[config.mk]
export PLATFORM = sky130hd
export DESIGN_NAME = rbfplq_div
export DESIGN_NICKNAME = d
export VERILOG_FILES = /design/src/hdl/rbfplq_pkg.sv /design/src/hdl/rbfplq_div.sv
export SDC_FILE = /design/constraint.sdc
export NUM_CORES = 1
export LEC_CHECK = 0
export BUFFER_PORTS_ARGS = -buffer_cell sky130_fd_sc_hd__buf_2
export CORE_ASPECT_RATIO = 1.1
export CORE_MARGIN = 3
export CORE_UTILIZATION = 35
export DETAILED_ROUTE_END_ITERATION = 7
export HOLD_SLACK_MARGIN = 0.05
export PLACE_DENSITY = 0.53
export SLEW_MARGIN = 15
export SYNTH_ARGS = -nofsm -noshare
export SYNTH_HDL_FRONTEND = slang
export SYNTH_SLANG_ARGS = --single-unit
[constraint.sdc]
create_clock -name clk -period 3.1 [get_ports clk]
set_clock_uncertainty 0.05 [all_clocks]
set_input_delay 0.93 -clock clk [delete_from_list [all_inputs] [get_ports clk]]
set_output_delay 0.93 -clock clk [all_outputs]
set_load 0.1 [all_outputs]
[src/hdl/rbfplq_pkg.sv]
// Package of the RBF prototype learn and query core: item types, defaults, states, exp tables.
package rbfplq_pkg;

    localparam int BASES_DEF   = 64;
    localparam int IN_DIM_DEF  = 8;
    localparam int OUT_DIM_DEF = 4;
    localparam int MAX_OUT     = 4;
    localparam int EXP_LIMIT   = 3072;

    localparam logic [15:0] GAIN_RESET = 16'd256;
    localparam logic [15:0] RATE_RESET = 16'd6554;

    localparam logic CFG_GAIN = 1'b0;
    localparam logic CFG_RATE = 1'b1;

    typedef struct packed {
        logic               mode;
        logic               is_target;
        logic signed [15:0] value;
        logic               last;
    } in_item_t;

    typedef struct packed {
        logic signed [15:0] result_value;
        logic [1:0]         element_index;
        logic               result_last;
    } out_item_t;

    typedef enum logic [3:0] {
        S_IDLE,
        S_COPY,
        S_DIST,
        S_GAIN,
        S_EXP1,
        S_EXP2,
        S_WEIGHT,
        S_UPD_RD,
        S_UPD_WR,
        S_Q_ACC,
        S_Q_START,
        S_Q_DIV,
        S_Q_OUT
    } state_t;

    // exp(-n) for the integer part of the argument, Q1.16.
    function automatic logic [16:0] exp_int(input logic [3:0] idx);
        logic [16:0] r;
        case (idx)
            4'd0:    r = 17'd65536;
            4'd1:    r = 17'd24109;
            4'd2:    r = 17'd8869;
            4'd3:    r = 17'd3263;
            4'd4:    r = 17'd1200;
            4'd5:    r = 17'd442;
            4'd6:    r = 17'd162;
            4'd7:    r = 17'd60;
            4'd8:    r = 17'd22;
            4'd9:    r = 17'd8;
            4'd10:   r = 17'd3;
            4'd11:   r = 17'd1;
            default: r = 17'd0;
        endcase
        return r;
    endfunction

    // exp(-n/16), Q1.16.
    function automatic logic [16:0] exp_hi(input logic [3:0] idx);
        logic [16:0] r;
        case (idx)
            4'd0:    r = 17'd65536;
            4'd1:    r = 17'd61565;
            4'd2:    r = 17'd57835;
            4'd3:    r = 17'd54331;
            4'd4:    r = 17'd51039;
            4'd5:    r = 17'd47947;
            4'd6:    r = 17'd45042;
            4'd7:    r = 17'd42313;
            4'd8:    r = 17'd39750;
            4'd9:    r = 17'd37341;
            4'd10:   r = 17'd35079;
            4'd11:   r = 17'd32954;
            4'd12:   r = 17'd30957;
            4'd13:   r = 17'd29081;
            4'd14:   r = 17'd27319;
            default: r = 17'd25664;
        endcase
        return r;
    endfunction

    // exp(-n/256), Q1.16.
    function automatic logic [16:0] exp_lo(input logic [3:0] idx);
        logic [16:0] r;
        case (idx)
            4'd0:    r = 17'd65536;
            4'd1:    r = 17'd65280;
            4'd2:    r = 17'd65026;
            4'd3:    r = 17'd64772;
            4'd4:    r = 17'd64520;
            4'd5:    r = 17'd64268;
            4'd6:    r = 17'd64018;
            4'd7:    r = 17'd63768;
            4'd8:    r = 17'd63520;
            4'd9:    r = 17'd63272;
            4'd10:   r = 17'd63025;
            4'd11:   r = 17'd62780;
            4'd12:   r = 17'd62535;
            4'd13:   r = 17'd62291;
            4'd14:   r = 17'd62048;
            default: r = 17'd61806;
        endcase
        return r;
    endfunction

endpackage

[src/hdl/rbfplq_div.sv]
// Restoring divider, one quotient bit per cycle.
module rbfplq_div
    import rbfplq_pkg::*;
#(
    parameter int NUM_W = 40,
    parameter int DEN_W = 23
)(
    input  logic             clk,
    input  logic             rst_n,
    input  logic             start,
    input  logic [NUM_W-1:0] num,
    input  logic [DEN_W-1:0] den,
    output logic             done,
    output logic [NUM_W-1:0] quot
);

    localparam int CW = $clog2(NUM_W + 1);

    logic [DEN_W:0]   rem_reg;
    logic [NUM_W-1:0] q_reg;
    logic [CW-1:0]    cnt_reg;
    logic             busy_reg;
    logic             done_reg;
    logic [DEN_W:0]   trial;

    assign trial = {rem_reg[DEN_W-1:0], q_reg[NUM_W-1]};

    always_ff @(posedge clk or negedge rst_n)
    begin
        if (!rst_n)
        begin
            busy_reg <= 1'b0;
            done_reg <= 1'b0;
            cnt_reg  <= '0;
        end
        else if (start)
        begin
            busy_reg <= 1'b1;
            done_reg <= 1'b0;
            cnt_reg  <= CW'(NUM_W);
        end
        else if (busy_reg)
        begin
            cnt_reg <= cnt_reg - 1'b1;
            if (cnt_reg == CW'(1))
            begin
                busy_reg <= 1'b0;
                done_reg <= 1'b1;
            end
        end
    end

    always_ff @(posedge clk)
    begin
        if (start)
        begin
            rem_reg <= '0;
            q_reg   <= num;
        end
        else if (busy_reg)
        begin
            if (trial >= {1'b0, den})
            begin
                rem_reg <= trial - {1'b0, den};
                q_reg   <= {q_reg[NUM_W-2:0], 1'b1};
            end
            else
            begin
                rem_reg <= trial;
                q_reg   <= {q_reg[NUM_W-2:0], 1'b0};
            end
        end
    end

    assign done = done_reg;
    assign quot = q_reg;

endmodule

=== After elaboration in Yosys (flattened, before gate mapping) ===
Cells that the tools add are included.

* Memories kept: 0
* Bits of input ports: 66
* Bits in registers: 71
* Bits in writable memories: 0
* Output and inout port bits: 41
* Latch bits: 0
* ROM bits: 0
* Logic and storage cells: 24

* Bitwise operators: 0
* Eq/ne operators: 1
* Reductions and logical operators: 3
* Multiplexer cells: 12
* $lt $le $gt $ge: 1
* Shifts and indexed selects: 0
* Div/mod/pow operators: 0
* $add $sub $neg: 2
* $mul: 0

{| class="wikitable"
|+ Operator list
! operator !! count
|-
| 2-to-1 mux 40 bit || 2
|-
| >= comparator 24 x 23 -> 1 bit || 1
|-
| 2-to-1 mux 23 bit || 1
|-
| subtractor 23 bit || 1
|-
| 2-to-1 mux 6 bit || 2
|-
| 2-to-1 mux 1 bit || 7
|-
| equality test 6 x 1 -> 1 bit (second input constant) || 1
|-
| subtractor 6 x 1 -> 6 bit (second input constant) || 1
|-
| nonzero test 2 bit || 2
|-
| AND reduction 2 bit || 1
|}

=== Depth between registers and ports, before layout ===
Gate-level depths: netlist (run 1).

* Depth after elaboration: 4
* Depth in mapped cells: 12
* Mapped depth without buffers: 10

=== Worst setup path after synthesis (run 1) ===
No wires, ideal clock.

* Path type: register to register
* Start: reg q_reg[39] (netlist: quot[39])
* End: reg rem_reg[17]
* Required time: 2,934 ps
* Setup slack: -53 ps
* Setup time: 116 ps
* Arrival time: 2,987 ps
* Cell stages (with the launch flop): 12
* Period minus slack after synthesis: 3,153 ps
* Buffers on the path: 1
* Cell sequence: edfxtp_1 > inv_1 > ha_1 > fa_1 > and2b_1 > o2111ai_1 > nand2_1 > a21oi_1 > o211a_1 > buf_6 > a32o_1 > a31o_2

* Word-level cells in the longest chain between the ends: 2
* Elaborated cells on any way between the ends: 3
* Those cells by class: 1 x add/sub; 1 x order compare; 1 x mux

{| class="wikitable"
|+ Ends and longest elaborated chain
! element !! line !! text
|-
| from (decl) || rbfplq_div.sv:20 || <nowiki>logic [NUM_W-1:0] q_reg;</nowiki>
|-
| from (signal assigned) || rbfplq_div.sv:58 || <nowiki>q_reg <= num;</nowiki>
|-
| from (signal assigned) || rbfplq_div.sv:65 || <nowiki>q_reg <= {q_reg[NUM_W-2:0], 1'b1};</nowiki>
|-
| from (signal assigned) || rbfplq_div.sv:70 || <nowiki>q_reg <= {q_reg[NUM_W-2:0], 1'b0};</nowiki>
|-
| subtractor 23 bit / >= comparator 24 x 23 -> 1 bit (equally long branches) || rbfplq_div.sv:64, rbfplq_div.sv:62 ||
|-
| 2-to-1 mux 23 bit * || rbfplq_div.sv:62 || <nowiki>if (trial >= {1'b0, den})</nowiki>
|-
| to (signal assigned) || rbfplq_div.sv:64 || <nowiki>rem_reg <= trial - {1'b0, den};</nowiki>
|-
| to (signal assigned) || rbfplq_div.sv:69 || <nowiki>rem_reg <= trial;</nowiki>
|-
| to (decl) || rbfplq_div.sv:19 || <nowiki>logic [DEN_W:0] rem_reg;</nowiki>
|}

Mark *: on every way between the ends. The rest lies on a longest branch, timed or not.
A chain may end at the register's enable or synchronous reset.

=== Worst setup path after layout (run 1) ===
* Start: in den[1]
* End: reg rem_reg[19]

* Word-level cells in the longest chain between the ends: 2
* Elaborated cells on any way between the ends: 3
* Those cells by class: 1 x add/sub; 1 x order compare; 1 x mux

{| class="wikitable"
|+ Ends and longest elaborated chain
! element !! line !! text
|-
| from (decl) || rbfplq_div.sv:12 || <nowiki>input logic [DEN_W-1:0] den,</nowiki>
|-
| subtractor 23 bit / >= comparator 24 x 23 -> 1 bit (equally long branches) || rbfplq_div.sv:64, rbfplq_div.sv:62 ||
|-
| 2-to-1 mux 23 bit * || rbfplq_div.sv:62 ||
|}

Marked as above.

==> results of run 1 <==
## power by group through the flow
| stage | logic (mW) | registers [mW] | clock network, mW |
|---|---|---|---|
| 6_report | 1.42 | 1.21 | 1.03 |
| 5_1_grt | 1.53 | 1.23 | 1.10 |
| 4_1_cts | 1.43 | 1.21 | 1.06 |
| 3_5_place_dp | 1.42 | 1.23 | 0 |
| 3_3_place_gp | 1.41 | 1.22 | 0 |
| 2_1_floorplan | 0.622 | 1.65 | 0 |
## worst max-delay path, cell delays in order
cell                        delay [ns]
sky130_fd_sc_hd__buf_2            0.09
sky130_fd_sc_hd__inv_1            0.05
sky130_fd_sc_hd__ha_1             0.30
sky130_fd_sc_hd__nor2b_1          0.16
sky130_fd_sc_hd__o2111ai_1        0.34
sky130_fd_sc_hd__a21oi_2          0.12
sky130_fd_sc_hd__a31o_2           0.30
sky130_fd_sc_hd__nor4b_2          0.17
sky130_fd_sc_hd__o311ai_0         0.38
sky130_fd_sc_hd__buf_4            0.18
sky130_fd_sc_hd__o21ai_0          0.08
## synthesized netlist by cell type (all sizes together) (8+ instances only)
master  instances  area, um^2
edfxtp         40        1200
mux2           40         450
nand2          40         165
inv            32         120
a21oi          29         160
nor2           27         101
ha             25         313
dfxtp          23         460
o21ai          21         105
buf            20         128
nand3          12        60.1
xnor2          12         105
clkbuf         11        42.5
xor2            9        78.8
a311oi          8         101
dfrtp           8         200
## what timing repair did
item / in CTS / in global routing
setup buffers: 0 / 0
setup endpoints to repair: 0 / 1
gates resized for setup: 0 / 2
## how the worst max path moves through the flow
stage / endpoint / slack, ns / cells past startpoint
2_1_floorplan: rem_reg[17] / 0.005 / 11
5_1_grt: rem_reg[20] / 0.01 / 12
3_3_place_gp: rem_reg[19] / -0.23 / 11
6_report: rem_reg[19] / 0.15 / 11
4_1_cts: rem_reg[19] / 0.12 / 11
3_5_place_dp: rem_reg[19] / -0.22 / 11
## per-stage QoR
step	instance area [um^2]	total power, mW	cells	setup TNS, ns
4_1_cts	5850	3.70	755	0
5_1_grt	5860	3.86	755	0
3_3_place_gp	5550	2.64	739	-0.663
6_report	5860	3.66	755	0
3_5_place_dp	5550	2.65	739	-1.51
2_1_floorplan	4540	2.27	447	0
## metal layers
| layer | up-vias | track usage [%] | part of all wire (%) |
|---|---|---|---|
| met5 | - | 0 | 0 |
| met4 | 0 | 5.45 | 1.8 |
| met3 | 15 | 3.39 | 4.3 |
| met2 | 84 | 26.8 | 49 |
| met1 | 1835 | 22.0 | 45 |
| li1 | 1937 | - | - |
## cells by family after synthesis
kind of cell             count (synthesis)
XOR/XNOR                                21
buffers and inverters                   63
AO/OA/AOI/OAI                          113
multiplexers                            41
flip-flops                              71
adder cells (fa/ha/maj)                 26
AND/OR/NAND/NOR                        112
## layout make-up
type | instances | area (um^2) | area share [%]
clock buffer | 9 | 225 | 3.85
clock inverter | 7 | 71.3 | 1.22
inverter | 32 | 120 | 2.05
multi-input combinational | 313 | 2400 | 41.0
sequential | 71 | 1860 | 31.8
tap | 157 | 196 | 3.35
timing repair buffer | 166 | 981 | 16.7
==> impl_results.html, run 1 <==
<table>
<tr><th>Metric</th><th>Value</th></tr>
<tr><th colspan="2">Global routing</th></tr>
<tr><td>GRT Residual Overflow</td><td>0</td></tr>
<tr><td>Pin count of the biggest net entering global routing</td><td>42</td></tr>
<tr><td>Global-route wire length before repair</td><td>19.1 mm</td></tr>
<tr><td>Total global routing track utilization</td><td>16.5%</td></tr>
<tr><td>Via count of the first global-routing pass</td><td>3,993</td></tr>
<tr><td>Initial antenna violation count</td><td>0</td></tr>
<tr><th colspan="2">Timing</th></tr>
<tr><td>RSZ-0062 raised after global routing</td><td>false</td></tr>
<tr><td>Final critical delay including setup and external delays</td><td>2.95 ns</td></tr>
<tr><td>Finish-stage setup viols</td><td>0</td></tr>
<tr><td>Hold slack final</td><td>0.387 ns</td></tr>
<tr><td>Final worst setup slack</td><td>0.150 ns</td></tr>
<tr><td>Final worst-path cycle share</td><td>95.2%</td></tr>
<tr><td>Worst slew margin relative to its limit</td><td>62.4%</td></tr>
<tr><td>Transition at the pin with the smallest max-transition slack</td><td>0.556 ns</td></tr>
<tr><td>Number of failing hold endpoints at the final stage</td><td>0</td></tr>
<tr><td>Final slew viol count</td><td>0</td></tr>
<tr><td>Fmax achieved</td><td>339 MHz</td></tr>
<tr><th colspan="2">Yosys</th></tr>
<tr><td>Mean instance size in the synthesized netlist</td><td>10.2 um^2</td></tr>
<tr><td>Area of the mapped netlist</td><td>0.00454 mm^2</td></tr>
<tr><td>Flop and latch count out of synthesis</td><td>71</td></tr>
<tr><td>Fraction of synthesized area in multiplexers</td><td>10.1%</td></tr>
<tr><td>Compound-gate portion of the synthesized area</td><td>18.6%</td></tr>
<tr><td>Top FF cell, synth</td><td>sky130_fd_sc_hd__edfxtp_1</td></tr>
<tr><td>Xor/xnor cell area share of the yosys netlist</td><td>4.05%</td></tr>
<tr><td>Number of warnings issued by yosys</td><td>0</td></tr>
<tr><td>FFs w/ async S/R, synth</td><td>11.3%</td></tr>
<tr><td>Cells after Synth</td><td>447</td></tr>
<tr><td>Largest family of logic cells by synthesized area</td><td>compound AO/OA/AOI/OAI gates</td></tr>
<tr><td>Count of different cell masters after synthesis</td><td>70</td></tr>
<tr><td>Number of nets in the synthesized netlist</td><td>539</td></tr>
<tr><td>Adder-cell share of the synthesized area</td><td>7.33%</td></tr>
<tr><td>Share of the yosys chip area belonging to registers</td><td>41.0%</td></tr>
<tr><td>Simple-gate share of the synthesized area</td><td>12.4%</td></tr>
<tr><td>Count of flip-flops with a built-in enable after synthesis</td><td>40</td></tr>
<tr><th colspan="2">Setup path</th></tr>
<tr><td>Critical path class</td><td>in -&gt; reg</td></tr>
<tr><td>Startpoint of the lowest-slack register-to-register path</td><td>quot[39]</td></tr>
<tr><td>Depth of the worst register-to-register path</td><td>11</td></tr>
<tr><td>Highest fanout seen on the critical path</td><td>5</td></tr>
<tr><td>Setup slack of the worst register-to-register path</td><td>0.41 ns</td></tr>
<tr><td>CP endpoint kind</td><td>flop</td></tr>
<tr><td>End of the worst register-to-register path</td><td>rem_reg[7]</td></tr>
<tr><td>Worst EP required</td><td>3.24 ns</td></tr>
<tr><td>Arr. time, crit path</td><td>3.09 ns</td></tr>
<tr><td>Startpoint class of the critical path</td><td>input pin</td></tr>
<tr><td>Worst setup path startpoint</td><td>den[1]</td></tr>
<tr><th colspan="2">Pwr</th></tr>
<tr><td>Sequential share of power</td><td>33.0%</td></tr>
<tr><td>Switching power share of the total</td><td>38.8%</td></tr>
<tr><td>IR drop worst, VDD</td><td>0.000390 V</td></tr>
<tr><td>Leakage power</td><td>2.59 nW</td></tr>
<tr><td>Switching power total</td><td>1.42 mW</td></tr>
<tr><td>Power per cell area</td><td>626 mW/mm^2</td></tr>
<tr><td>Combinational share of power</td><td>38.7%</td></tr>
<tr><td>Clock power frac</td><td>28.2%</td></tr>
<tr><td>Internal power</td><td>2.24 mW</td></tr>
<tr><th colspan="2">Placement</th></tr>
<tr><td>Placer Congestion</td><td>0.893</td></tr>
<tr><td>HPWL after DPL</td><td>9.22 mm</td></tr>
<tr><td>Count of input and output buffers</td><td>106</td></tr>
<tr><td>DP Worst Slack</td><td>-0.224 ns</td></tr>
<tr><th colspan="2">Clock tree</th></tr>
<tr><td>Worst-Skew Late Latency</td><td>0.33 ns</td></tr>
<tr><td>Clock buffer depth</td><td>2</td></tr>
<tr><td>Library cell used as clock root buffer</td><td>sky130_fd_sc_hd__clkbuf_16</td></tr>
<tr><td>Clock slew seen by the registers of the worst setup and hold paths</td><td>0.06 ns</td></tr>
<tr><td>CTS tree</td><td>done</td></tr>
<tr><td>Count of hold buffers inserted by post-cts repair</td><td>0</td></tr>
<tr><td>Maximum level of the CTS H-tree</td><td>3</td></tr>
<tr><td>Clock Sink Count</td><td>71</td></tr>
<tr><td>Clock buffers created by TritonCTS</td><td>9</td></tr>
<tr><th colspan="2">Finish</th></tr>
<tr><td>Fraction of final layout cells with drive strength greater than 1</td><td>42.0%</td></tr>
<tr><td>Total of fill cells in the finished design</td><td>1,237</td></tr>
<tr><td>Flip-flop count of the largest register after layout</td><td>40</td></tr>
<tr><td>Most frequent standard cell in the layout excluding fill and tap cells</td><td>sky130_fd_sc_hd__buf_2</td></tr>
<tr><td>Net count of the finished layout</td><td>685</td></tr>
<tr><td>Core occupancy in the finished layout</td><td>46.3%</td></tr>
<tr><td>Commonest cells after routing, fill and taps aside</td><td>sky130_fd_sc_hd__buf_2, sky130_fd_sc_hd__buf_4, sky130_fd_sc_hd__mux2_2, sky130_fd_sc_hd__edfxtp_1, sky130_fd_sc_hd__nand2_1</td></tr>
<tr><td>Antenna cells</td><td>0</td></tr>
<tr><td>Synth-to-layout area growth</td><td>29.1%</td></tr>
<tr><th colspan="2">Routing</th></tr>
<tr><td>Average routed wire per standard cell</td><td>15.6 um</td></tr>
<tr><td>Number of design-rule violations left by the first detailed-router iteration</td><td>205</td></tr>
<tr><td>Detailed-routing iteration count for the pre-antenna-repair pass</td><td>4</td></tr>
<tr><td>Routed WL</td><td>11.8 mm</td></tr>
<tr><td>Final ANT Viol Nets</td><td>0</td></tr>
<tr><td>Via count of the routed design</td><td>3,871</td></tr>
<tr><td>Avg Vias per Cell</td><td>5.13</td></tr>
<tr><td>Number of remaining DRC errors</td><td>0</td></tr>
<tr><th colspan="2">Hold path</th></tr>
<tr><td>Type of the tightest min-delay check</td><td>in -&gt; async</td></tr>
<tr><th colspan="2">Floorplanning</th></tr>
<tr><td>Floorplan die area</td><td>0.0144 mm^2</td></tr>
<tr><td>Standard cell core area</td><td>0.0126 mm^2</td></tr>
<tr><td>I/O pins</td><td>107</td></tr>
<tr><td>Die Y-Extent</td><td>125 um</td></tr>
<tr><td>Standard-cell rows</td><td>43</td></tr>
<tr><td>Initial Util</td><td>35.9%</td></tr>
<tr><td>Die Span X</td><td>115 um</td></tr>
<tr><th colspan="2">Flow run</th></tr>
<tr><td>Reported max-cap violation count</td><td>0</td></tr>
<tr><th colspan="2">Outcome</th></tr>
<tr><td>Outcome</td><td>completed</td></tr>
</table>
(Power assumes the default switching activity.)
==> run 2, diff against run 1 <==
Settings changed: CORE_UTILIZATION 35 to 28, PLACE_DENSITY 0.53 to 0.44.
==> run 2 against run 1 <==
Compared with the run above:
- design area is 0.68% lower
- sequential power hardly changed
- clock power hardly changed
- core utilization is 9.5 points lower
- critical path type unchanged
- via count is 2.5% lower
- die area is 24% higher
- routed wire length is 6.2% higher
- sequential share of layout area is 0.22 points higher
- sequential cell count stayed put
- final cell count is 4.0% higher
==> impl_results.html, run 2 (synthesis gave the netlist of run 1 again) <==
<table>
<tr><th>Metric</th><th>Value</th></tr>
<tr><th colspan="2">Finish</th></tr>
<tr><td>Synth-to-layout area growth</td><td>28.2%</td></tr>
<tr><td>Antenna cells</td><td>0 (unchanged)</td></tr>
<tr><td>Net count of the finished layout</td><td>673 (-1.8%)</td></tr>
<tr><td>Fraction of final layout cells with drive strength greater than 1</td><td>40.2% (-1.8 points)</td></tr>
<tr><td>Flip-flop count of the largest register after layout</td><td>40 (unchanged)</td></tr>
<tr><td>Commonest cells after routing, fill and taps aside</td><td>sky130_fd_sc_hd__buf_2, sky130_fd_sc_hd__buf_4, sky130_fd_sc_hd__mux2_2, sky130_fd_sc_hd__edfxtp_1, sky130_fd_sc_hd__nand2_1</td></tr>
<tr><td>Final cell count without fillers</td><td>785 (+4.0%)</td></tr>
<tr><td>Most frequent standard cell in the layout excluding fill and tap cells</td><td>sky130_fd_sc_hd__buf_2</td></tr>
<tr><th colspan="2">Clock tree</th></tr>
<tr><td>Clock slew seen by the registers of the worst setup and hold paths</td><td>0.06 ns (about the same)</td></tr>
<tr><td>Clock buffer depth</td><td>2 (unchanged)</td></tr>
<tr><td>Count of hold buffers inserted by post-cts repair</td><td>0 (unchanged)</td></tr>
<tr><td>Maximum level of the CTS H-tree</td><td>3 (unchanged)</td></tr>
<tr><td>Post-CTS setup buffers</td><td>0 (unchanged)</td></tr>
<tr><td>Worst-Skew Late Latency</td><td>0.34 ns (about the same)</td></tr>
<tr><td>Quantity of gates resized following cts</td><td>0 (unchanged)</td></tr>
<tr><td>Clock buffers created by TritonCTS</td><td>9 (unchanged)</td></tr>
<tr><td>Clock Sink Count</td><td>71 (unchanged)</td></tr>
<tr><td>Library cell used as clock root buffer</td><td>sky130_fd_sc_hd__clkbuf_16</td></tr>
<tr><td>CTS tree</td><td>done</td></tr>
<tr><th colspan="2">Routing</th></tr>
<tr><td>Average routed wire per standard cell</td><td>15.9 um (+2.1%)</td></tr>
<tr><td>Number of remaining DRC errors</td><td>0 (unchanged)</td></tr>
<tr><td>Via count of the routed design</td><td>3,774 (-2.5%)</td></tr>
<tr><td>Avg Vias per Cell</td><td>4.81 (-6.2%)</td></tr>
<tr><td>Number of design-rule violations left by the first detailed-router iteration</td><td>171 (-17%)</td></tr>
<tr><td>Detailed-routing iteration count for the pre-antenna-repair pass</td><td>4 (unchanged)</td></tr>
<tr><td>Routed WL</td><td>12.5 mm (+6.2%)</td></tr>
<tr><td>Final ANT Viol Nets</td><td>0 (unchanged)</td></tr>
<tr><th colspan="2">Pwr</th></tr>
<tr><td>Power per cell area</td><td>625 mW/mm^2 (about the same)</td></tr>
<tr><td>Leakage power</td><td>2.54 nW (-1.7%)</td></tr>
<tr><td>IR drop worst, VDD</td><td>0.000288 V (-26%)</td></tr>
<tr><th colspan="2">Timing</th></tr>
<tr><td>Finish-stage setup viols</td><td>0 (unchanged)</td></tr>
<tr><td>Final critical delay including setup and external delays</td><td>2.84 ns (-0.113 ns)</td></tr>
<tr><td>RSZ-0062 raised after global routing</td><td>false</td></tr>
<tr><td>Transition at the pin with the smallest max-transition slack</td><td>0.546 ns (-0.00963 ns)</td></tr>
<tr><td>Fmax achieved</td><td>352 MHz (+4.0%)</td></tr>
<tr><td>Number of failing hold endpoints at the final stage</td><td>0 (unchanged)</td></tr>
<tr><td>Final worst-path cycle share</td><td>91.5% (-3.6 points)</td></tr>
<tr><td>Worst slew margin relative to its limit</td><td>63.1% (+0.65 points)</td></tr>
<tr><td>Final slew viol count</td><td>0 (unchanged)</td></tr>
<tr><td>Hold slack final</td><td>0.379 ns (-0.00746 ns)</td></tr>
<tr><th colspan="2">Floorplanning</th></tr>
<tr><td>I/O pins</td><td>107 (unchanged)</td></tr>
<tr><td>Standard-cell rows</td><td>48 (+12%)</td></tr>
<tr><td>Initial Util</td><td>28.7% (-7.2 points)</td></tr>
<tr><td>Floorplan die area</td><td>0.0178 mm^2 (+24%)</td></tr>
<tr><td>Die Span X</td><td>127 um (+11%)</td></tr>
<tr><td>Standard cell core area</td><td>0.0158 mm^2 (+25%)</td></tr>
<tr><td>Die Y-Extent</td><td>140 um (+11%)</td></tr>
<tr><th colspan="2">Setup path</th></tr>
<tr><td>CP endpoint kind</td><td>flop</td></tr>
<tr><td>End of the worst register-to-register path</td><td>rem_reg[7]</td></tr>
<tr><td>Depth of the worst register-to-register path</td><td>11 (unchanged)</td></tr>
<tr><td>Cell type of the slowest stage on the worst timing path</td><td>sky130_fd_sc_hd__fa_2</td></tr>
<tr><td>Critical path class</td><td>in -&gt; reg</td></tr>
<tr><td>Worst EP required</td><td>3.26 ns (+0.02 ns)</td></tr>
<tr><td>Stages on worst setup path</td><td>12 (+1)</td></tr>
<tr><td>Highest fanout seen on the critical path</td><td>7 (+2)</td></tr>
<tr><td>Arr. time, crit path</td><td>2.99 ns (-0.10 ns)</td></tr>
<tr><td>Cell-by-cell trace of the critical path</td><td>buf_2, ha_2, fa_2, and2b_1, o2111ai_1, nand2_1, a21oi_1, o211a_1, buf_4, buf_12, a32oi_1, o31ai_1</td></tr>
<tr><td>Kind of cell with the highest combined delay on the critical path</td><td>compound AO/OA/AOI/OAI gates</td></tr>
<tr><td>Buffering stage count on the worst path with inverters included</td><td>3 (unchanged)</td></tr>
<tr><td>Startpoint class of the critical path</td><td>input pin</td></tr>
<tr><td>Startpoint of the lowest-slack register-to-register path</td><td>quot[39]</td></tr>
<tr><td>Setup slack of the worst register-to-register path</td><td>0.42 ns (about the same)</td></tr>
<tr><td>Slowest Stage Delay on Critical Path</td><td>0.34 ns (-0.04 ns)</td></tr>
<tr><th colspan="2">Outcome</th></tr>
<tr><td>Outcome</td><td>completed</td></tr>
<tr><th colspan="2">Hold path</th></tr>
<tr><td>Type of the tightest min-delay check</td><td>in -&gt; async</td></tr>
<tr><th colspan="2">Global routing</th></tr>
<tr><td>GRT Residual Overflow</td><td>0 (unchanged)</td></tr>
<tr><td>Initial antenna violation count</td><td>0 (unchanged)</td></tr>
<tr><td>Pin count of the biggest net entering global routing</td><td>42 (unchanged)</td></tr>
<tr><td>Via count of the first global-routing pass</td><td>3,896 (-2.4%)</td></tr>
<tr><td>Global-route wire length before repair</td><td>20.3 mm (+6.1%)</td></tr>
<tr><td>Total global routing track utilization</td><td>14.3% (-2.3 points)</td></tr>
<tr><th colspan="2">Placement</th></tr>
<tr><td>Count of input and output buffers</td><td>106 (unchanged)</td></tr>
<tr><td>HPWL after DPL</td><td>9.62 mm (+4.3%)</td></tr>
<tr><td>Cell count after placement</td><td>770 (+4.2%)</td></tr>
<tr><td>Placer Congestion</td><td>0.817 (-8.5%)</td></tr>
<tr><th colspan="2">Flow run</th></tr>
<tr><td>Reported max-cap violation count</td><td>0 (unchanged)</td></tr>
</table>
## run 2: cell types whose count changed in the layout (fill, tap and decap cells not counted), sizes merged
cell and delta:
inv -1, clkinvlp -2, buf -12, clkinv +2
## run 2: stage by stage
stage / area (um^2) / utilization (%) / setup TNS (ns) / total power [mW] / setup WS, ns
detailed placement: 5540 / 35.1 / -0.548 / 2.65 / -0.0793
floorplan: 4540 / - / 0 / 2.27 / 0.00520
CTS: 5820 / 36.8 / 0 / 3.68 / 0.259
finish: 5820 / 36.8 / 0 / 3.64 / 0.263
global route: 5820 / 36.8 / 0 / 3.83 / 0.0370
global placement: 5540 / 35.1 / -0.117 / 2.65 / -0.0445
## run 2: worst register-to-register path, cell delays in order (launching register included)
cell and delay, ns:
sky130_fd_sc_hd__edfxtp_1 0.43, sky130_fd_sc_hd__inv_1 0.09, sky130_fd_sc_hd__ha_2 0.19, sky130_fd_sc_hd__fa_2 0.20, sky130_fd_sc_hd__and2b_1 0.21, sky130_fd_sc_hd__o2111ai_1 0.25
sky130_fd_sc_hd__nand2_1 0.12, sky130_fd_sc_hd__a21oi_1 0.25, sky130_fd_sc_hd__o211ai_2 0.16, sky130_fd_sc_hd__buf_12 0.18, sky130_fd_sc_hd__o311a_1 0.14, sky130_fd_sc_hd__a2111oi_2 0.32
## run 2: routing by layer
layer  vias to the layer above  share of wire [%]  track usage, %
met3                        21                3.6            2.88
met4                         0                2.6            5.03
met5                         -                  0               0
met2                        78                 48            22.8
met1                      1762                 45            19.1
li1                       1913                  -               -
## run 2: how the worst max path moves through the flow
stage               startpoint           to  slack (ns)
floorplan             quot[39]  rem_reg[17]       0.005
global placement       den[11]   rem_reg[7]       -0.04
detailed placement      den[0]   rem_reg[0]       -0.08
CTS                     den[0]  rem_reg[20]        0.26
global route           den[11]   rem_reg[7]        0.04
finish                  den[0]  rem_reg[20]        0.26
## run 2: power by group
group,total [mW],internal [mW],switching (mW)
Combinational,1.42,0.487,0.935
Sequential,1.21,1.13,0.0870
Clock,1.00,0.608,0.395
Total,3.64,2.22,1.42
## run 2: area by class of cell
class / instances / area, um^2
clock buffer: 9 / 225
multi-input combinational: 313 / 2390
clock inverter: 6 / 52.6
timing repair buffer: 154 / 916
tap: 200 / 250
fill: 1623 / 9980
sequential: 71 / 1860
inverter: 32 / 120
==> run 3, diff against run 2 <==
Settings changed: CORE_ASPECT_RATIO 1.1 to 0.9.
==> run 3 against run 2 <==
Compared with the run above:
- design area rose by 1.4%
- largest cell class unchanged
- die area barely moved
- routed wire length fell by 1.2%
==> impl_results.html, run 3 (synthesis gave the netlist of run 1 again) <==
<table>
<tr><th>Metric</th><th>Value</th></tr>
<tr><th colspan="2">Floorplanning</th></tr>
<tr><td>Die Span X</td><td>140 um (+10%)</td></tr>
<tr><td>I/O pins</td><td>107 (unchanged)</td></tr>
<tr><td>Die Y-Extent</td><td>127 um (-9.1%)</td></tr>
<tr><td>Floorplan die area</td><td>0.0178 mm^2 (about the same)</td></tr>
<tr><td>Standard cell core area</td><td>0.0157 mm^2 (-0.88%)</td></tr>
<tr><td>Initial Util</td><td>29.0% (+0.25 points)</td></tr>
<tr><td>Standard-cell rows</td><td>43 (-10%)</td></tr>
<tr><th colspan="2">Hold path</th></tr>
<tr><td>Type of the tightest min-delay check</td><td>in -&gt; async</td></tr>
<tr><th colspan="2">Finish</th></tr>
<tr><td>Net count of the finished layout</td><td>678 (+0.74%)</td></tr>
<tr><td>Antenna cells</td><td>0 (unchanged)</td></tr>
<tr><td>Synth-to-layout area growth</td><td>30.0%</td></tr>
<tr><td>Fraction of final layout cells with drive strength greater than 1</td><td>40.9% (+0.78 points)</td></tr>
<tr><td>Most frequent standard cell in the layout excluding fill and tap cells</td><td>sky130_fd_sc_hd__buf_2</td></tr>
<tr><td>Core occupancy in the finished layout</td><td>37.7% (+0.86 points)</td></tr>
<tr><td>Final std cell area, no fill</td><td>0.00590 mm^2 (+1.4%)</td></tr>
<tr><td>Footprint of the multi-input gates</td><td>0.00239 mm^2 (unchanged)</td></tr>
<tr><td>Flip-flop count of the largest register after layout</td><td>40 (unchanged)</td></tr>
<tr><td>Commonest cells after routing, fill and taps aside</td><td>sky130_fd_sc_hd__buf_2, sky130_fd_sc_hd__buf_4, sky130_fd_sc_hd__mux2_2, sky130_fd_sc_hd__edfxtp_1, sky130_fd_sc_hd__nand2_1</td></tr>
<tr><td>Area used by sequential logic in the layout</td><td>0.00186 mm^2 (unchanged)</td></tr>
<tr><td>Total of fill cells in the finished design</td><td>1,604 (-1.2%)</td></tr>
<tr><td>Final cell count without fillers</td><td>793 (+1.0%)</td></tr>
<tr><th colspan="2">Clock tree</th></tr>
<tr><td>Count of hold buffers inserted by post-cts repair</td><td>0 (unchanged)</td></tr>
<tr><td>Post-CTS setup buffers</td><td>0 (unchanged)</td></tr>
<tr><td>Library cell used as clock root buffer</td><td>sky130_fd_sc_hd__clkbuf_16</td></tr>
<tr><td>Quantity of gates resized following cts</td><td>0 (unchanged)</td></tr>
<tr><td>Clock buffers created by TritonCTS</td><td>9 (unchanged)</td></tr>
<tr><td>Maximum level of the CTS H-tree</td><td>3 (unchanged)</td></tr>
<tr><td>Clock slew seen by the registers of the worst setup and hold paths</td><td>0.06 ns (about the same)</td></tr>
<tr><td>Worst-Skew Late Latency</td><td>0.33 ns (about the same)</td></tr>
<tr><td>Clock buffer depth</td><td>2 (unchanged)</td></tr>
<tr><td>CTS tree</td><td>done</td></tr>
<tr><td>Clock Sink Count</td><td>71 (unchanged)</td></tr>
<tr><th colspan="2">Placement</th></tr>
<tr><td>Count of input and output buffers</td><td>106 (unchanged)</td></tr>
<tr><td>DP Worst Slack</td><td>-0.115 ns (-0.0354 ns)</td></tr>
<tr><td>Cell count after placement</td><td>777 (+0.91%)</td></tr>
<tr><td>HPWL after DPL</td><td>9.49 mm (-1.3%)</td></tr>
<tr><td>Placer Congestion</td><td>0.811 (-0.77%)</td></tr>
<tr><td>Total placed instance area</td><td>0.00558 mm^2 (+0.72%)</td></tr>
<tr><th colspan="2">Pwr</th></tr>
<tr><td>Leakage power</td><td>2.58 nW (+1.3%)</td></tr>
<tr><td>IR drop worst, VDD</td><td>0.000296 V (+2.9%)</td></tr>
<tr><td>Power per cell area</td><td>640 mW/mm^2 (+2.4%)</td></tr>
<tr><th colspan="2">Setup path</th></tr>
<tr><td>Critical path class</td><td>in -&gt; reg</td></tr>
<tr><td>Kind of cell with the highest combined delay on the critical path</td><td>simple AND/OR/NAND/NOR gates</td></tr>
<tr><td>Startpoint class of the critical path</td><td>input pin</td></tr>
<tr><td>Buffering stage count on the worst path with inverters included</td><td>2 (-1)</td></tr>
<tr><td>Cell-by-cell trace of the critical path</td><td>buf_2, ha_2, fa_2, and2b_1, o2111ai_1, nand2_1, a21oi_1, o211a_1, buf_12, or3_1, o21ai_1</td></tr>
<tr><td>Worst EP required</td><td>3.31 ns (+0.05 ns)</td></tr>
<tr><td>Cell type of the slowest stage on the worst timing path</td><td>sky130_fd_sc_hd__or3_1</td></tr>
<tr><td>Slowest Stage Delay on Critical Path</td><td>0.36 ns (+0.02 ns)</td></tr>
<tr><td>CP endpoint kind</td><td>flop</td></tr>
<tr><td>Highest fanout seen on the critical path</td><td>17 (+10)</td></tr>
<tr><td>Arr. time, crit path</td><td>3.10 ns (+0.11 ns)</td></tr>
<tr><th colspan="2">Timing</th></tr>
<tr><td>Number of failing hold endpoints at the final stage</td><td>0 (unchanged)</td></tr>
<tr><td>Hold slack final</td><td>0.391 ns (+0.0114 ns)</td></tr>
<tr><td>Worst slew margin relative to its limit</td><td>31.3% (-32 points)</td></tr>
<tr><td>RSZ-0062 raised after global routing</td><td>false</td></tr>
<tr><td>Finish-stage setup viols</td><td>0 (unchanged)</td></tr>
<tr><td>Final slew viol count</td><td>0 (unchanged)</td></tr>
<tr><td>Final critical delay including setup and external delays</td><td>2.89 ns (+0.0492 ns)</td></tr>
<tr><td>Final worst-path cycle share</td><td>93.1% (+1.6 points)</td></tr>
<tr><td>Final worst setup slack</td><td>0.214 ns (-0.0492 ns)</td></tr>
<tr><td>Transition at the pin with the smallest max-transition slack</td><td>1.03 ns (+0.480 ns)</td></tr>
<tr><td>Fmax achieved</td><td>346 MHz (-1.7%)</td></tr>
<tr><th colspan="2">Global routing</th></tr>
<tr><td>Met2 GRT Util</td><td>22.8% (about the same)</td></tr>
<tr><td>Pin count of the biggest net entering global routing</td><td>61 (+45%)</td></tr>
<tr><td>Global-route wire length before repair</td><td>20.0 mm (-1.8%)</td></tr>
<tr><td>Met3 global-route usage</td><td>2.79% (-0.090 points)</td></tr>
<tr><td>Total global routing track utilization</td><td>13.7% (-0.54 points)</td></tr>
<tr><td>Global routing's busiest layer</td><td>met2</td></tr>
<tr><td>Via count of the first global-routing pass</td><td>3,849 (-1.2%)</td></tr>
<tr><td>Initial antenna violation count</td><td>0 (unchanged)</td></tr>
<tr><td>GR Layer Usage met1</td><td>18.6% (-0.48 points)</td></tr>
<tr><td>GRT Residual Overflow</td><td>0 (unchanged)</td></tr>
<tr><th colspan="2">Routing</th></tr>
<tr><td>Final ANT Viol Nets</td><td>0 (unchanged)</td></tr>
<tr><td>Number of design-rule violations left by the first detailed-router iteration</td><td>195 (+14%)</td></tr>
<tr><td>Routed WL</td><td>12.3 mm (-1.2%)</td></tr>
<tr><td>Detailed-routing iteration count for the pre-antenna-repair pass</td><td>4 (unchanged)</td></tr>
<tr><td>Via count of the routed design</td><td>3,858 (+2.2%)</td></tr>
<tr><td>Number of remaining DRC errors</td><td>0 (unchanged)</td></tr>
<tr><td>Avg Vias per Cell</td><td>4.87 (+1.2%)</td></tr>
<tr><td>Average routed wire per standard cell</td><td>15.5 um (-2.2%)</td></tr>
<tr><th colspan="2">Outcome</th></tr>
<tr><td>Outcome</td><td>completed</td></tr>
<tr><th colspan="2">Flow run</th></tr>
<tr><td>Reported max-cap violation count</td><td>0 (unchanged)</td></tr>
</table>
==> run 3: changes by cell type in the layout (fill, tap and decap cells not counted) <==
cell                         before  now
sky130_fd_sc_hd__buf_4           46   51
sky130_fd_sc_hd__bufinv_16        1    2
sky130_fd_sc_hd__clkbuf_1         0    1
sky130_fd_sc_hd__clkinv_1         2    0
sky130_fd_sc_hd__clkinv_2         3    0
sky130_fd_sc_hd__clkinvlp_4       0    2
sky130_fd_sc_hd__inv_6            0    2
==> run 3: where the power goes <==
group | switching (mW) | internal [mW]
logic | 0.936 | 0.503
clock network | 0.416 | 0.711
registers | 0.0869 | 1.13
==> run 3: stage by stage <==
stage / TNS (ns) / power (mW)
after floorplan: 0 / 2.27
after global placement: -0.442 / 2.67
after detailed placement: -0.842 / 2.67
after CTS: 0 / 3.82
after global routing: 0 / 3.98
final: 0 / 3.78
==> run 3: layout make-up <==
cell class | count | area share [%]
well taps | 202 | 4.28
multi-input cells | 313 | 40.5
repair buffers | 159 | 16.2
clock inverters | 6 | 1.57
inverters | 32 | 2.04
clock buffers | 10 | 3.88
flip-flops and latches | 71 | 31.6
==> run 3: final timing paths <==
path,from,to,slack [ns],cells past startpoint
hold / removal,rst_n,cnt_reg[2],0.39,1
hold reg to reg,done,done,0.44,2
setup reg to reg,quot[39],rem_reg[14],0.42,12
max in group asynchronous,rst_n,cnt_reg[1],2.43,1
min in group clk,done,done,0.44,2
setup / recovery,den[0],rem_reg[15],0.21,11
==> run 3: routing by layer <==
metal | routed length, um | part of all wire [%]
met5 | 0 | 0
met4 | 84 | 0.68
met3 | 448 | 3.6
met2 | 5960 | 48
met1 | 5840 | 47
